==> src/rtl/dbfd_pkg.sv <==
// shared types, constants and codes for the detection box frame dedup block
package dbfd_pkg;

    // coordinate and field widths
    localparam int COORD_BITS    = 12;
    localparam int AREA_W        = 2 * COORD_BITS;
    localparam int CONF_W        = 9;
    localparam int PAD_W         = 8;
    localparam int TOTAL_W       = 32;
    localparam int GROUP_W       = 21;
    localparam int GROUP_SIZE    = 3000;
    localparam int REM_W         = $clog2(GROUP_SIZE);
    localparam int MAX_BOXES_DEF = 32;

    // stream and config port widths
    localparam int IN_DATA_W     = 64;
    localparam int OUT_DATA_W    = 104;
    localparam int CFG_IDX_W     = 2;
    localparam int CFG_DATA_W    = 12;

    // register reset values
    localparam logic [CONF_W-1:0]     CONF_RESET  = CONF_W'(64);
    localparam logic [PAD_W-1:0]      PAD_RESET   = PAD_W'(10);
    localparam logic [COORD_BITS-1:0] WIDTH_RESET = COORD_BITS'(1920);
    localparam logic [COORD_BITS-1:0] HEIGHT_RESET = COORD_BITS'(1080);

    typedef enum logic [CFG_IDX_W-1:0] {
        CFG_CONF_THRESHOLD,
        CFG_BOX_PAD,
        CFG_IMAGE_WIDTH,
        CFG_IMAGE_HEIGHT
    } cfg_idx_t;

    typedef enum logic [2:0] {
        ST_IDLE,
        ST_PAD,
        ST_AREA,
        ST_AWAIT,
        ST_SCAN,
        ST_DRAIN,
        ST_DONE
    } state_t;

    typedef struct packed {
        logic [COORD_BITS-1:0] h;
        logic [COORD_BITS-1:0] w;
        logic [COORD_BITS-1:0] y;
        logic [COORD_BITS-1:0] x;
    } box_t;

    // stored box with its precomputed area
    typedef struct packed {
        logic [AREA_W-1:0] area;
        box_t              box;
    } entry_t;

    // requests into the shared match unit
    typedef struct packed {
        logic area_req;
        logic cmp_req;
    } mu_req_t;

    // status back from the shared match unit
    typedef struct packed {
        logic busy;
        logic area_valid;
        logic match_valid;
        logic match;
    } mu_stat_t;

endpackage

==> src/rtl/dbfd_box_ram.sv <==
// box list memory, one write port and one registered read port
module dbfd_box_ram #(
    parameter int ADDR_W = 6
) (
    input  logic                 clk,
    input  logic                 wr_en,
    input  logic [ADDR_W-1:0]    wr_addr,
    input  dbfd_pkg::entry_t     wr_data,
    input  logic                 rd_en,
    input  logic [ADDR_W-1:0]    rd_addr,
    output dbfd_pkg::entry_t     rd_data
);
    import dbfd_pkg::*;

    entry_t mem [2**ADDR_W];
    entry_t rd_data_reg;

    always_ff @(posedge clk)
    begin
        if (wr_en)
        begin
            mem[wr_addr] <= wr_data;
        end
        if (rd_en)
        begin
            rd_data_reg <= mem[rd_addr];
        end
    end

    assign rd_data = rd_data_reg;

endmodule

==> config.mk <==
export PLATFORM = sky130hd
export DESIGN_NAME = dbfd_box_ram
export DESIGN_NICKNAME = d
export VERILOG_FILES = /design/src/rtl/dbfd_pkg.sv /design/src/rtl/dbfd_box_ram.sv
export SDC_FILE = /design/constraint.sdc
export NUM_CORES = 2
export LEC_CHECK = 0
export BUFFER_PORTS_ARGS = -buffer_cell sky130_fd_sc_hd__buf_4
export CELL_PAD_IN_SITES_DETAIL_PLACEMENT = 1
export CELL_PAD_IN_SITES_GLOBAL_PLACEMENT = 1
export CORE_MARGIN = 2
export CORE_UTILIZATION = 50
export CTS_CLUSTER_SIZE = 24
export DETAILED_ROUTE_END_ITERATION = 8
export PLACE_DENSITY = 0.77
export REMOVE_ABC_BUFFERS = 1
export SYNTH_ARGS = -nofsm -noshare
export SYNTH_HDL_FRONTEND = slang
export SYNTH_MEMORY_MAX_BITS = 65536
export SYNTH_SLANG_ARGS = --single-unit
==> constraint.sdc <==
create_clock -name clk -period 7.2 [get_ports clk]
set_clock_uncertainty 0.05 [all_clocks]
set_input_delay 0.36 -clock clk [delete_from_list [all_inputs] [get_ports clk]]
set_output_delay 0.36 -clock clk [all_outputs]
set_load 0.02 [all_outputs]
# == Word level (Yosys, flattened, before mapping) ==
# Memory sizes are Yosys's and may differ from the RTL's. A register that Yosys moved wholly into a read port is not among the register bits.
# Cells that the tools add are included.
# word_totals
reg_bits,0
ram_bits,4608
out_inout_bits,72
word_cells,3
mem_count,1
# classes
n_mux,2
# memory_table
name,depth,width,read_ports,rd_ports_with_merged_regs,write_ports,line,source
mem,64,72,1,1,1,dbfd_box_ram.sv:15,entry_t mem [2**ADDR_W];
# op_table
op,n
1-bit two-way mux,2

# == Longest topological paths before layout ==
# depth
ltp_word,2
depth_mapped,8
mapped_depth_nobuf,4

# == Worst setup path before layout ==
# No wires, ideal clock.
# synth_timing
kind,input to register
start,input wr_addr[3]
end,memory mem[48][0] (netlist name) (enable)
arrival_ps,5768
required_time_ps,6560
path_slack_ps,791
cell_stages,4
cell_sequence,clkbuf_1 -> nor2b_1 -> nand4b_1 -> nor3_1
# synth_lines
element,line,source
"start, declared",dbfd_box_ram.sv:7,"input logic [ADDR_W-1:0] wr_addr,"
"end, declared",dbfd_box_ram.sv:15,
# Straight into the memory's write port.

# == Worst setup path in the final report ==
# layout_timing
start,input wr_en
end,memory mem[38][39] (netlist name) (enable)
# layout_between
elab_chain_len,2
# layout_rtl
element,line,source
"start, declared",dbfd_box_ram.sv:6,"input logic wr_en,"
1-bit two-way mux,dbfd_box_ram.sv:20,if (wr_en)
1-bit two-way mux (implied by the code),dbfd_box_ram.sv:22,mem[wr_addr] <= wr_data;
# No other way between the ends.

==> flow_metrics.env <==
export IMPL_intPower_uw=44400
export IMPL_numPortBuffers=158
export IMPL_fin_crit_ps=3070
export IMPL_required_ps=7730
export IMPL_grt_ovfl_total=0
export IMPL_async_flop_share_pct=0
export IMPL_setup_slack_ps=4130
export IMPL_worstSetupPathType="in2reg"
export IMPL_arrival_ps=3600
export IMPL_fp_dieW_um=597
export IMPL_tightestPinTransition_ps=1330
export IMPL_yosysMostFrequentCell="edfxtp_1"
export IMPL_wl_per_cell_um=41.1
export IMPL_largest_reg_flops=4608
export IMPL_syn_area_per_cell_um2=24.1
export IMPL_power_frac_seq_pct=53.5
export IMPL_dieArea_um2=357000
export IMPL_setup_tns_ps=0
export IMPL_fp_dieH_um=597
export IMPL_grt_util_met2_pct=47.1
export IMPL_clk_path_buf_depth=4
export IMPL_cp_num_buf_inv=2
export IMPL_pwr_density_cell_nw_per_um2=285
export IMPL_clock_power_share_pct=41.7
export IMPL_crit_path_start_kind="input port"
export IMPL_slew_violations=0
export IMPL_fmax_mhz=325
export IMPL_syn_area_um2=176000
export IMPL_synth_edf_count=4680
export IMPL_ys_ff_latch=4680
export IMPL_synth_common_cells="edfxtp_1 (4680), mux4_2 (1152), a22oi_1 (288)"
export IMPL_yosys_top_cells_area="edfxtp_1 (80%), mux4_2 (15%), a22oi_1 (1.2%)"
export IMPL_ant_nets=0
export IMPL_vias=88541
export IMPL_core_rowCount=217
export IMPL_netlist_instances=7305
export IMPL_core_area_um2=350000
export IMPL_reg2reg_to="rd_data[36]"
export IMPL_viasPerCell=6.94
export IMPL_place_gp_congestion=0.780
export IMPL_numCtsBuffers=445
export IMPL_num_nets_final=7856
export IMPL_grtUsageMet1_pct=39.4
export IMPL_root_buffer="clkbuf_16"
export IMPL_whs_endpoint="rd_data[2]"
export IMPL_ioPinCount=159
export IMPL_synth_top_area_share_pct=79.9
export IMPL_dpl_hpwl_um=259000
export IMPL_worstHoldStart="rd_en"
export IMPL_drc=0
export IMPL_outcome="completed"
export IMPL_cts_setup_buffers=0
export IMPL_vdd_ir_drop_max_mv=0.213
export IMPL_comb_power_share_pct=4.7
export IMPL_path_cells="buf_4 > nor2b_1 > nand3_1 > nor2_4 > buf_4"
export IMPL_pre_cts_ws_ps=3340
export IMPL_routed_wirelength_um=525000
export IMPL_reg2reg_depth=4
export IMPL_grt_max_degree=127
export IMPL_path_clk_slew_ps=70
export IMPL_critPathTopFamily="simple AND/OR/NAND/NOR gates"
export IMPL_rsz0062_at_grt="false"
export IMPL_grt_pass1_vias=92477
export IMPL_grt_util_all_layers_pct=29.5
export IMPL_drive_gt1_share_pct=27.4
export IMPL_hold_buffers=72
export IMPL_ctsResizeCount=0
export IMPL_drt_iter0_drc=13694
export IMPL_met3_usage_pct=6.96
export IMPL_yosysTopAreaCell="edfxtp_1"
export IMPL_seqCellArea_um2=141000
export IMPL_p_switching_uw=12300
export IMPL_relSlewSlack_pct=11.3
export IMPL_cts_tree="done"
export IMPL_drv_cap=0
export IMPL_ys_warn_count=0
export IMPL_grt_busiest_layer="met2"
export IMPL_cp_common_cell="buf_4"
export IMPL_end_kind="register"
export IMPL_finalSetupViolCount=0
export IMPL_netlist_cell_type_count=26
export IMPL_r2r_setup_slack_ps=4900
export IMPL_h_tree_depth=5
export IMPL_worstPathMaxFanout=29
export IMPL_final_fill_count=28833
export IMPL_timing_rr_start="mem[43][36]"
export IMPL_p_leak_uw=0.0614
export IMPL_grt_pass1_wl_um=733000
export IMPL_area_growth_pct=13.0
export IMPL_dr_pass1_iters=7
export IMPL_clock_sinks=4680
export IMPL_hold_violations=0
export IMPL_timing_final_crit_share_pct=42.7
export IMPL_slowest_stage="nor2_4"
export IMPL_hold_class="in2reg"
export IMPL_max_stage_delay_ps=1100
export IMPL_p_sw_share_pct=21.7
export IMPL_initial_core_util_pct=50.3
export IMPL_multiInputGateArea_um2=33900
export IMPL_worstSkewPairLatency_ps=1000
export IMPL_hold_path_depth=1
export IMPL_ys_seq_area_share_pct=79.9
export IMPL_ys_flop_type="edfxtp_1"
export IMPL_antenna_found_initial=21
## how the worst max path moves through the flow
stage	endpoint	startpoint	slack, ps	cells after the start
2_1_floorplan	mem[48][0]	wr_addr[4]	930	3
3_3_place_gp	rd_data[5]	rd_addr[1]	3340	7
4_1_cts	mem[46][48]	wr_en	4300	5
3_5_place_dp	mem[46][6]	wr_en	3340	5
5_1_grt	mem[46][61]	wr_en	4140	5
6_report	mem[38][39]	wr_en	4130	5
## layout make-up
cell class | instances | area share [%]
repair buffers | 435 | 2.02
multi-input cells | 2207 | 17.1
well taps | 4599 | 2.90
clock inverters | 303 | 1.54
diodes | 8 | 0.0101
clock buffers | 526 | 5.77
flip-flops and latches | 4680 | 70.7
## power by group through the flow
stage                     registers, uW  clock network [uW]  logic, uW
after global routing              30300               24600       2800
after global placement            30900                   0       2480
after CTS                         30300               23700       2660
after detailed placement          30900                   0       2590
final                             30300               23600       2680
after floorplan                   30900                   0       1090
## cell usage in the layout (no fill, tap or decap), types with 72 or more instances in the layout
cell type      Yosys  final
clkinv_2           0     84
a22oi_1          288    288
edfxtp_1        4680   4680
mux4_2          1152   1152
clkbuf_16          0    446
dlygate4sd3_1      0     72
o211a_1           72     72
a211oi_1          72     72
buf_4             56    317
o22ai_1          144    144
mux2i_1          108    108
clkbuf_1         143     80
clkinv_1           0    119
nand3_1          128    127
## worst register-to-register path, stage by stage, from the launching register on
cell	delay, ps
edfxtp_1	420
mux4_2	500
a22oi_1	520
nand3b_1	290
o211a_1	240
## metrics by stage
step | std cells | hold slack (ps) | power (uW) | utilization [%] | instance area [um^2]
final | 12758 | 33.1 | 56600 | 56.8 | 199000
after detailed placement | 11849 | 743 | 33500 | 52.5 | 183000
after CTS | 12750 | 5.25 | 56700 | 56.8 | 199000
after global routing | 12753 | 39.5 | 57700 | 56.8 | 199000
after floorplan | 6887 | 409 | 32000 | - | 174000
after global placement | 11849 | 744 | 33400 | 52.5 | 183000
## cell families (layout without fill, tap and decap cells)
group	Yosys count	after routing	share of synthesized area (%)
mux	1260	1260	15.4
buf+inv	418	1264	1.15
compound gates	630	630	2.73
simple gates	317	317	0.878
other cells	0	8	0
flops	4680	4680	79.9
## layer usage
metal	wire length, um	part of all wire [%]
met1	181000	35
met2	251000	48
met3	66800	13
met4	25400	4.8
met5	91	0.017
(Power assumes the default switching activity.)
