==> src/rtl/dbfd_pkg.sv <==
// shared types, constants and codes for the detection box frame dedup block
package dbfd_pkg;

    // coordinate and field widths
    localparam int COORD_BITS    = 12;
    localparam int AREA_W        = 2 * COORD_BITS;
    localparam int CONF_W        = 9;
    localparam int PAD_W         = 8;
    localparam int TOTAL_W       = 32;
    localparam int GROUP_W       = 21;
    localparam int GROUP_SIZE    = 3000;
    localparam int REM_W         = $clog2(GROUP_SIZE);
    localparam int MAX_BOXES_DEF = 32;

    // stream and config port widths
    localparam int IN_DATA_W     = 64;
    localparam int OUT_DATA_W    = 104;
    localparam int CFG_IDX_W     = 2;
    localparam int CFG_DATA_W    = 12;

    // register reset values
    localparam logic [CONF_W-1:0]     CONF_RESET  = CONF_W'(64);
    localparam logic [PAD_W-1:0]      PAD_RESET   = PAD_W'(10);
    localparam logic [COORD_BITS-1:0] WIDTH_RESET = COORD_BITS'(1920);
    localparam logic [COORD_BITS-1:0] HEIGHT_RESET = COORD_BITS'(1080);

    typedef enum logic [CFG_IDX_W-1:0] {
        CFG_CONF_THRESHOLD,
        CFG_BOX_PAD,
        CFG_IMAGE_WIDTH,
        CFG_IMAGE_HEIGHT
    } cfg_idx_t;

    typedef enum logic [2:0] {
        ST_IDLE,
        ST_PAD,
        ST_AREA,
        ST_AWAIT,
        ST_SCAN,
        ST_DRAIN,
        ST_DONE
    } state_t;

    typedef struct packed {
        logic [COORD_BITS-1:0] h;
        logic [COORD_BITS-1:0] w;
        logic [COORD_BITS-1:0] y;
        logic [COORD_BITS-1:0] x;
    } box_t;

    // stored box with its precomputed area
    typedef struct packed {
        logic [AREA_W-1:0] area;
        box_t              box;
    } entry_t;

    // requests into the shared match unit
    typedef struct packed {
        logic area_req;
        logic cmp_req;
    } mu_req_t;

    // status back from the shared match unit
    typedef struct packed {
        logic busy;
        logic area_valid;
        logic match_valid;
        logic match;
    } mu_stat_t;

endpackage

==> src/rtl/dbfd_match_unit.sv <==
// shared overlap, multiply and iou compare pipeline
module dbfd_match_unit (
    input  logic                          clk,
    input  logic                          rst_n,
    input  dbfd_pkg::mu_req_t             req,
    input  dbfd_pkg::box_t                box_a,
    input  logic [dbfd_pkg::AREA_W-1:0]   area_a,
    input  dbfd_pkg::entry_t              entry_b,
    output logic [dbfd_pkg::AREA_W-1:0]   product,
    output dbfd_pkg::mu_stat_t            stat
);
    import dbfd_pkg::*;

    localparam int EW = COORD_BITS + 1;

    logic [EW-1:0]         a_xe, a_ye, b_xe, b_ye;
    logic [COORD_BITS-1:0] x0, y0;
    logic [EW-1:0]         x1, y1;
    logic [EW-1:0]         ow_diff, oh_diff;
    logic                  ok_x, ok_y;

    logic                  s1_valid_reg, s2_valid_reg;
    logic                  s1_area_reg, s2_area_reg;
    logic                  s1_ok_reg, s2_ok_reg;
    logic [COORD_BITS-1:0] s1_op_a_reg, s1_op_b_reg;
    logic [AREA_W-1:0]     s1_area_b_reg, s2_area_b_reg;
    logic [AREA_W-1:0]     prod_reg;

    logic [AREA_W:0]       area_sum;
    logic [AREA_W+2:0]     union_x3;
    logic [AREA_W+2:0]     inter_x8;

    // overlap along each axis, empty when the far edge does not pass the near one
    always_comb
    begin
        a_xe    = {1'b0, box_a.x} + {1'b0, box_a.w};
        a_ye    = {1'b0, box_a.y} + {1'b0, box_a.h};
        b_xe    = {1'b0, entry_b.box.x} + {1'b0, entry_b.box.w};
        b_ye    = {1'b0, entry_b.box.y} + {1'b0, entry_b.box.h};
        x0      = (box_a.x > entry_b.box.x) ? box_a.x : entry_b.box.x;
        y0      = (box_a.y > entry_b.box.y) ? box_a.y : entry_b.box.y;
        x1      = (a_xe < b_xe) ? a_xe : b_xe;
        y1      = (a_ye < b_ye) ? a_ye : b_ye;
        ok_x    = {1'b0, x0} < x1;
        ok_y    = {1'b0, y0} < y1;
        ow_diff = x1 - {1'b0, x0};
        oh_diff = y1 - {1'b0, y0};
    end

    always_ff @(posedge clk or negedge rst_n)
    begin
        if (!rst_n)
        begin
            s1_valid_reg <= 1'b0;
            s2_valid_reg <= 1'b0;
        end
        else
        begin
            s1_valid_reg <= req.area_req | req.cmp_req;
            s2_valid_reg <= s1_valid_reg;
        end
    end

    always_ff @(posedge clk)
    begin
        s1_area_reg   <= req.area_req;
        s1_ok_reg     <= req.area_req | (ok_x & ok_y);
        s1_op_a_reg   <= req.area_req ? box_a.w : ow_diff[COORD_BITS-1:0];
        s1_op_b_reg   <= req.area_req ? box_a.h : oh_diff[COORD_BITS-1:0];
        s1_area_b_reg <= entry_b.area;
        prod_reg      <= s1_op_a_reg * s1_op_b_reg;
        s2_area_reg   <= s1_area_reg;
        s2_ok_reg     <= s1_ok_reg;
        s2_area_b_reg <= s1_area_b_reg;
    end

    // 5*inter > 3*(a + b - inter) rewritten as 8*inter > 3*(a + b)
    always_comb
    begin
        area_sum = {1'b0, area_a} + {1'b0, s2_area_b_reg};
        union_x3 = {2'b00, area_sum} + {1'b0, area_sum, 1'b0};
        inter_x8 = {prod_reg, 3'b000};
    end

    assign product          = prod_reg;
    assign stat.busy        = s1_valid_reg | s2_valid_reg;
    assign stat.area_valid  = s2_valid_reg & s2_area_reg;
    assign stat.match_valid = s2_valid_reg & ~s2_area_reg;
    assign stat.match       = s2_ok_reg & (inter_x8 > union_x3);

endmodule

==> config.mk <==
export PLATFORM = sky130hd
export DESIGN_NAME = dbfd_match_unit
export DESIGN_NICKNAME = d
export VERILOG_FILES = /design/src/rtl/dbfd_pkg.sv /design/src/rtl/dbfd_match_unit.sv
export SDC_FILE = /design/constraint.sdc
export NUM_CORES = 1
export LEC_CHECK = 0
export ABC_AREA = 0
export BUFFER_PORTS_ARGS = -buffer_cell sky130_fd_sc_hd__buf_2
export CORE_MARGIN = 10
export CORE_UTILIZATION = 30
export DETAILED_ROUTE_END_ITERATION = 6
export GPL_ROUTABILITY_DRIVEN = 0
export SKIP_CTS_REPAIR_TIMING = 1
export SYNTH_ARGS = -nofsm -noshare
export SYNTH_HDL_FRONTEND = slang
export SYNTH_SLANG_ARGS = --single-unit
==> constraint.sdc <==
create_clock -name clk -period 5.3 [get_ports clk]
set_clock_uncertainty 0.15 [all_clocks]
set_input_delay 0.265 -clock clk [delete_from_list [all_inputs] [get_ports clk]]
set_output_delay 0.265 -clock clk [all_outputs]
set_load 0.01 [all_outputs]
Word-level counts from Yosys, hierarchy flattened:

Index checks and enable logic that the tools add are counted.

* flip-flop bits (word level): 102
* bits of input ports: 148
* output and inout bits: 28
* word-level logic and storage cells: 41

* add/sub/neg operators: 8
* $mul: 1
* $lt $le $gt $ge: 7
* mux-type cells: 6
* bitwise logic cells: 8

Operators with widths (count)
* 12-bit by 12-bit adder with 13-bit output: 4
* 12-bit two-way mux: 4
* 25-bit by 26-bit adder with 27-bit output: 1
* 27-bit greater-than comparator: 1
* 12-bit by 13-bit less-than comparator with 1-bit output: 2
* 13-bit less-than comparator: 2
* 13-bit two-way mux: 2
* 24-bit by 24-bit adder with 25-bit output: 1
* 12-bit greater-than comparator: 2
* 12-bit by 12-bit multiplier with 24-bit output: 1
* 12-bit subtractor: 2
* 1-bit AND: 4
* 1-bit OR: 3
* 1-bit inverter: 1

Depth between registers and ports, before layout:

Gate-level depths: netlist of run 1.

* word-level depth: 6
* gate-level depth with buffers: 34
* depth with buffers taken out: 34

Worst setup path after synthesis of run 1:

OpenSTA, ideal clock, no wires.

* path kind: input-to-reg
* from: input entry_b[12] (netlist bit)
* to: register s1_op_b_reg[10]
* library setup time: 130 ps
* arrival time: 5906 ps
* required time: 5020 ps
* path slack: -886 ps
* cell stages on the path: 31
* path buffers: 1
* cell sequence: ha_1 > fa_1 > a21o_1 > a21oi_1 > o21bai_1 > a21oi_1 > nor2b_1 > o21a_1 > o31a_1 > nor2_1 > xnor2_1 > inv_1 > ha_1 > a21o_1 > a21o_1 > a221o_1 > a31o_2 > buf_1 > mux2_2 > fa_1 > a21o_1 > a21oi_1 > o21ai_0 > a21oi_1 > nand2b_1 > a21oi_1 > o21ai_0 > nand2b_1 > a21oi_1 > xor2_1 > o21ai_0

* word-level cells in the longest chain between the ends: 5
* elaborated cells on any way between the ends: 7
* those cells by class: 2 x add/sub; 2 x order compare; 3 x mux

RTL lines
* from (decl): RTL line dbfd_match_unit.sv:8 `input dbfd_pkg::entry_t entry_b,`
* 12-bit by 12-bit adder with 13-bit output: RTL line dbfd_match_unit.sv:39 `b_ye = {1'b0, entry_b.box.y} + {1'b0, entry_b.box.h};`
* 13-bit less-than comparator: RTL line dbfd_match_unit.sv:43 `y1 = (a_ye < b_ye) ? a_ye : b_ye;`
* 13-bit two-way mux: RTL line dbfd_match_unit.sv:43
* 12-bit subtractor (*): RTL line dbfd_match_unit.sv:47 `oh_diff = y1 - {1'b0, y0};`
* 12-bit two-way mux (*): RTL line dbfd_match_unit.sv:69 `s1_op_b_reg <= req.area_req ? box_a.h : oh_diff[COORD_BITS-1:0];`
* to (signal assigned): RTL line dbfd_match_unit.sv:69
* to (decl): RTL line dbfd_match_unit.sv:25 `logic [COORD_BITS-1:0] s1_op_a_reg, s1_op_b_reg;`

Every way passes the cells marked *; elsewhere a longest branch is shown, timed or not.

==> impl_summary.txt, run 1 <==
----------------------------------------------------
[Outcome]
  Outcome ... complete, but fails checks
  Violated checks ... DRC, hold timing, setup timing

[Logic synthesis]
  Synth Area in Adders ... 38.6%
  Largest family of logic cells by synthesized area ... adder cells
  Yosys warns ... 0
  Post-synthesis share of cell area spent on xor and xnor gates ... 6.47%
  Post-Synthesis Cell Area ... 0.0146 sq mm
  Synthesized instance count ... 1716
  Synth top area cells ... sky130_fd_sc_hd__ha_1, sky130_fd_sc_hd__fa_1, sky130_fd_sc_hd__dfxtp_1
  Flops & latches, synth ... 102
  Leading area contributor after synthesis ... sky130_fd_sc_hd__ha_1
  Fraction of the mapped netlist area in simple logic gates ... 14.5%
  EDFF count, synth ... 0
  Area share of the leading cell type in the synthesized netlist ... 23.8%
  Dominant synthesized flop cell ... sky130_fd_sc_hd__dfxtp_1
  Post-synthesis net count ... 2250
  Sequential element share of the synthesized area ... 14.0%
  Synthesized-area fraction occupied by ao, oa, aoi and oai cells ... 15.9%
  Mapped Avg Cell Area ... 8.52 sq um
  Post-synthesis mux area share ... 3.36%
  Synth cell types ... 66
  Asr flop ratio synth ... 1.96%

[Finish]
  Cell Count, Final, Fillers Out ... 2845
  Area of the multi-input gates ... 0.0124 sq mm
  Final-stage net count ... 2759
  Leading cell types in the layout, fill and taps excluded ... sky130_fd_sc_hd__buf_4, sky130_fd_sc_hd__ha_1, sky130_fd_sc_hd__inv_1
  Sequential standard cell area ... 0.00211 sq mm
  Diodes inserted ... 0
  Utilization of the core after routing ... 42.2%
  Layout cells sized above 1 ... 32.2%
  Most frequent standard cell in the layout excluding fill and tap cells ... sky130_fd_sc_hd__buf_4
  Final cell area excluding filler cells ... 0.0203 sq mm
  Relative area change from synthesis to final layout ... 38.5%
  Fillcell total ... 4665

[Placed design]
  Post-place instance area ... 0.0185 sq mm
  Post-Place Cells ... 2761
  Dpl hpwl ... 33.7 mm
  Input/output buffers ... 175

[Setup path]
  Reg-to-reg slack, setup ... 0.11 ns
  Launch instance of the worst register-to-register path ... s1_op_b_reg[5]
  Maximum fanout encountered on the critical timing path ... 3
  Dominant cell type by count on the critical path ... sky130_fd_sc_hd__a21oi_2
  Type of element capturing the critical path ... output pin
  Cell with the biggest individual delay on the critical path ... sky130_fd_sc_hd__fa_2
  Nature of the critical path startpoint ... register
  Delay of the slowest cell on the worst path ... 0.38 ns
  Critical path startpoint ... s2_area_b_reg[0]
  Worst setup path class ... reg2out
  Required arrival time at the worst endpoint ... 4.89 ns
  CP Data Arrival Time ... 5.62 ns

[Clocking]
  CTS buffer count ... 9
  TritonCTS clock tree ... yes
  TritonCTS sink count ... 102
  Max H-tree Level ... 3
  Clock transition at the registers of the reported paths ... 0.08 ns
  Clock root buffer ... sky130_fd_sc_hd__clkbuf_16
  Clock buffer depth ... 2
  Clock latency on the worst-skew pair ... 0.39 ns

[Run]
  # Max-Cap Violations ... 0

[Worst hold path]
  Min-Delay Path Class ... in2reg
  Critical hold path startpoint ... box_a[29]

[STA]
  Final hold viol count ... 1
  Tcrit/Tclk final ... 114%
  Final number of max-transition violations ... 0
  Achievable frequency ... 166 MHz
  Setup ws final ... -0.740 ns
  Slew of the pin with the lowest slew margin ... 0.901 ns
  Setup repair after global routing missed its margin ... yes
  Fin Hold WS ... -0.00289 ns
  Minimum clock period after layout ... 6.04 ns
  Setup violators final ... 7
  Headroom to the max-slew limit ... 40.0%

[GRT]
  Layer carrying the most global-route usage ... met2
  Global-route wire length before repair ... 64.8 mm
  Grt met1 use ... 16.3%
  Pin count of the biggest net entering global routing ... 52
  Global-route congestion overflow total ... 0
  Number of global-route vias before repair ... 14000
  Number of antenna violations at the first check in global routing ... 0
  Global-route usage over all layers ... 13.5%
  Met3 track utilization from global routing ... 2.71%
  Met2 GRT Util ... 23.9%

[Floorplanning]
  Top-level I/O count ... 176
  Die extent in x ... 241 um
  Height of the die ... 241 um
  Die area ... 0.0580 sq mm
  Row count ... 80
  Floorplan core area ... 0.0479 sq mm
  Starting density of the core ... 30.5%

[Drt]
  Routed len/inst ... 14.0 um
  Final wirelength ... 40.0 mm
  Number of design-rule violations left by the first detailed-router iteration ... 512
  Total vias in the final route ... 13300
  DRC violation count after routing ... 3
  Post-detailed-route count of antenna-violating nets ... 0
  First-pass detailed-route iteration total ... 7
  Vias per inst ... 4.68

----------------------------------------------------
## critical path, delay by kind of cell (launching register included)
kind | cells | cell delay (ns)
flops | 1 | 0.35
xor+xnor | 1 | 0.24
buf+inv | 4 | 0.52
compound gates | 13 | 1.72
simple gates | 7 | 1.35
fa+ha+maj | 4 | 1.06
## cells by family after synthesis
| kind of cell | Yosys count |
|---|---|
| XOR/XNOR | 108 |
| adder cells (fa/ha/maj) | 386 |
| flip-flops | 102 |
| buffers and inverters | 281 |
| AO/OA/AOI/OAI | 357 |
| AND/OR/NAND/NOR | 435 |
| multiplexers | 47 |
## final cells by class
type	count	area share, %
repair buffers	535	18.8
inverters	244	4.55
clock inverters	7	0.334
flip-flops and latches	102	10.4
well taps	615	3.80
clock buffers	9	1.11
multi-input cells	1333	61.0
## final timing paths
path | to | cells after the start
setup / recovery | stat[0] | 29
min in group asynchronous | s1_valid_reg | 2
setup reg to reg | product[21] | 17
max in group asynchronous | s2_valid_reg | 2
hold reg to reg | s2_area_b_reg[3] | 0
hold / removal | s1_op_a_reg[5] | 3
## metal layers
| layer | up-vias | share of wire (%) |
|---|---|---|
| met5 | - | 0 |
| met4 | 0 | 1.6 |
| met3 | 49 | 4.6 |
| met2 | 252 | 49 |
| met1 | 6221 | 45 |
| li1 | 6787 | - |
## synthesized netlist by cell type, drive strengths merged (3+ instances only)
cell	n
o21ai	83
o211ai	4
a22oi	3
a31oi	4
or3	8
nor2b	26
a211oi	8
buf	3
a21o	62
or2	9
a21boi	8
nor3	31
inv	244
xor2	22
mux2	17
and2	54
o41ai	7
clkbuf	34
nand2b	23
nor2	67
o31ai	9
and3	8
o21bai	15
o21a	30
a31o	6
mux2i	30
fa	108
a21oi	98
nand2	168
xnor2	86
nand4	15
a2111oi	4
nor3b	3
dfxtp	100
ha	278
nand3	15
## through the flow
stage | setup slack, ns | TNS (ns)
floorplan | -0.448 | -1.77
global placement | -0.911 | -9.39
detailed placement | -1.06 | -11.09
CTS | -1.15 | -5.81
global route | -1.12 | -5.04
finish | -0.740 | -2.20
Power of run 1 is left out: the tool's default activity adds up to more than one toggle a clock period on the data nets, which glitch-free logic cannot reach.
==> run 2: changes to the inputs <==
Settings changed: PLACE_DENSITY from default to 0.58, SKIP_LAST_GASP from default to 1.
==> impl_summary.txt, run 2 (same netlist as run 1, synthesis figures left out) <==
----------------------------------------------------
[Drt]
  Post-detailed-route count of antenna-violating nets ... 0 (unchanged)
  Routed len/inst ... 14.1 um (+0.64%)
  Final wirelength ... 40.1 mm (+0.42%)
  First-pass detailed-route iteration total ... 5 (-2)
  DRC violation count after routing ... 0 (-3)
  Number of design-rule violations left by the first detailed-router iteration ... 424 (-17%)
  Total vias in the final route ... 13200 (-0.76%)
  Vias per inst ... 4.65 (-0.55%)

[Outcome]
  Outcome ... complete, but fails checks
  Violated checks ... setup timing

[Finish]
  Leading cell types in the layout, fill and taps excluded ... sky130_fd_sc_hd__buf_4, sky130_fd_sc_hd__ha_1, sky130_fd_sc_hd__inv_1
  Diodes inserted ... 0 (unchanged)
  Final-stage net count ... 2753 (-0.22%)
  Cell Count, Final, Fillers Out ... 2839 (-0.21%)
  Fillcell total ... 4710 (+0.96%)
  Relative area change from synthesis to final layout ... 38.3%
  Most frequent standard cell in the layout excluding fill and tap cells ... sky130_fd_sc_hd__buf_4
  Utilization of the core after routing ... 42.2% (-0.071 points)
  Layout cells sized above 1 ... 33.0% (+0.76 points)

[STA]
  Setup ws final ... -0.757 ns (-0.0177 ns)
  Setup violators final ... 9 (+2)
  Slew of the pin with the lowest slew margin ... 0.896 ns (-0.00448 ns)
  Tcrit/Tclk final ... 114% (+0.33 points)
  Achievable frequency ... 165 MHz (-0.29%)
  Final number of max-transition violations ... 0 (unchanged)
  Headroom to the max-slew limit ... 40.3% (+0.30 points)
  Setup repair after global routing missed its margin ... yes
  Minimum clock period after layout ... 6.06 ns (+0.0177 ns)
  Final hold viol count ... 0 (-1)
  Fin Hold WS ... 0.000935 ns (+0.00383 ns)

[Placed design]
  Setup WS pre-CTS ... -1.06 ns (-0.000640 ns)
  Post-Place Cells ... 2759 (-0.072%)
  Input/output buffers ... 175 (unchanged)
  Dpl hpwl ... 33.8 mm (about the same)

[Setup path]
  Nature of the critical path startpoint ... register
  Worst setup path class ... reg2out
  CP Data Arrival Time ... 5.64 ns (+0.02 ns)
  Delay of the slowest cell on the worst path ... 0.38 ns (about the same)
  Cell with the biggest individual delay on the critical path ... sky130_fd_sc_hd__fa_2
  Required arrival time at the worst endpoint ... 4.89 ns (about the same)
  Type of element capturing the critical path ... output pin
  Maximum fanout encountered on the critical timing path ... 3 (unchanged)
  Dominant cell type by count on the critical path ... sky130_fd_sc_hd__a21oi_2

[GRT]
  Number of global-route vias before repair ... 13800 (-1.1%)
  Pin count of the biggest net entering global routing ... 52 (unchanged)
  Global-route usage over all layers ... 13.4% (-0.045 points)
  Global-route congestion overflow total ... 0 (unchanged)
  Global-route wire length before repair ... 64.6 mm (-0.19%)
  Number of antenna violations at the first check in global routing ... 0 (unchanged)

[Run]
  # Max-Cap Violations ... 0 (unchanged)

[Floorplanning]
  Starting density of the core ... 30.5% (unchanged)
  Top-level I/O count ... 176 (unchanged)
  Die area ... 0.0580 sq mm (unchanged)
  Row count ... 80 (unchanged)
  Height of the die ... 241 um (unchanged)
  Die extent in x ... 241 um (unchanged)
  Floorplan core area ... 0.0479 sq mm (unchanged)

[Clocking]
  CTS buffer count ... 9 (unchanged)
  Clock buffer depth ... 2 (unchanged)
  TritonCTS clock tree ... yes
  TritonCTS sink count ... 102 (unchanged)
  Clock root buffer ... sky130_fd_sc_hd__clkbuf_16
  Clock latency on the worst-skew pair ... 0.39 ns (about the same)
  Clock transition at the registers of the reported paths ... 0.07 ns (about the same)
  Max H-tree Level ... 3 (unchanged)

[Worst hold path]
  Min-Delay Path Class ... in2reg

----------------------------------------------------
-- run 2: cell count changes in the layout (fill, tap and decap cells not counted), sizes merged --
cell / before / now
clkinvlp: 0 / 1
buf: 500 / 502
clkinv: 4 / 2
inv: 247 / 246
clkbuf: 11 / 12
dlygate4sd3: 33 / 26
-- run 2: final cells by class --
type | count | area, sq um | share of cell area, %
Clock buffer | 11 | 233 | 1.15
Clock inverter | 5 | 42.5 | 0.210
Inverter | 244 | 918 | 4.54
Multi-Input combinational cell | 1333 | 12400 | 61.4
Sequential cell | 102 | 2100 | 10.4
Tap cell | 615 | 769 | 3.80
Timing Repair Buffer | 529 | 3740 | 18.5
-- run 2: worst max-delay path, delay by kind of cell, from the launching register on --
family | cells | cell delay, ns
AOI/OAI and AO/OA | 13 | 1.83
and+or+nand+nor | 8 | 1.40
adders and majority gates | 4 | 1.07
buffers and inverters | 3 | 0.36
DFF | 1 | 0.35
xor gates and xnor gates | 1 | 0.24
-- run 2: worst paths after layout --
| path | startpoint | end | slack (ns) | depth (start not counted) |
|---|---|---|---|---|
| setup / recovery | s2_area_b_reg[0] | stat[0] | -0.76 | 29 |
| hold / removal | box_a[30] | s1_op_a_reg[6] | 0.0009 | 3 |
| setup reg to reg | s1_op_b_reg[5] | product[21] | 0.16 | 17 |
| hold reg to reg | s1_area_b_reg[16] | s2_area_b_reg[16] | 0.18 | 0 |
| max in group asynchronous | rst_n | s2_valid_reg | 4.86 | 2 |
| min in group asynchronous | rst_n | s1_valid_reg | 0.05 | 2 |
-- run 2: through the flow --
step	setup TNS [ns]	area, sq um
after CTS	-6.09	18800
after global routing	-5.69	20200
final	-2.51	20200
after floorplan	-1.77	14800
after detailed placement	-11.42	18600
after global placement	-9.26	18600
-- run 2: routing by layer --
layer / GRT usage [%] / vias to the layer above / wire [um]
met3: 2.52 / 46 / 1780
met5: 0 / - / 0
met2: 23.6 / 233 / 19400
li1: - / 6769 / -
met1: 16.5 / 6160 / 18200
met4: 3.49 / 0 / 735
Power of run 2 is left out for the same reason.
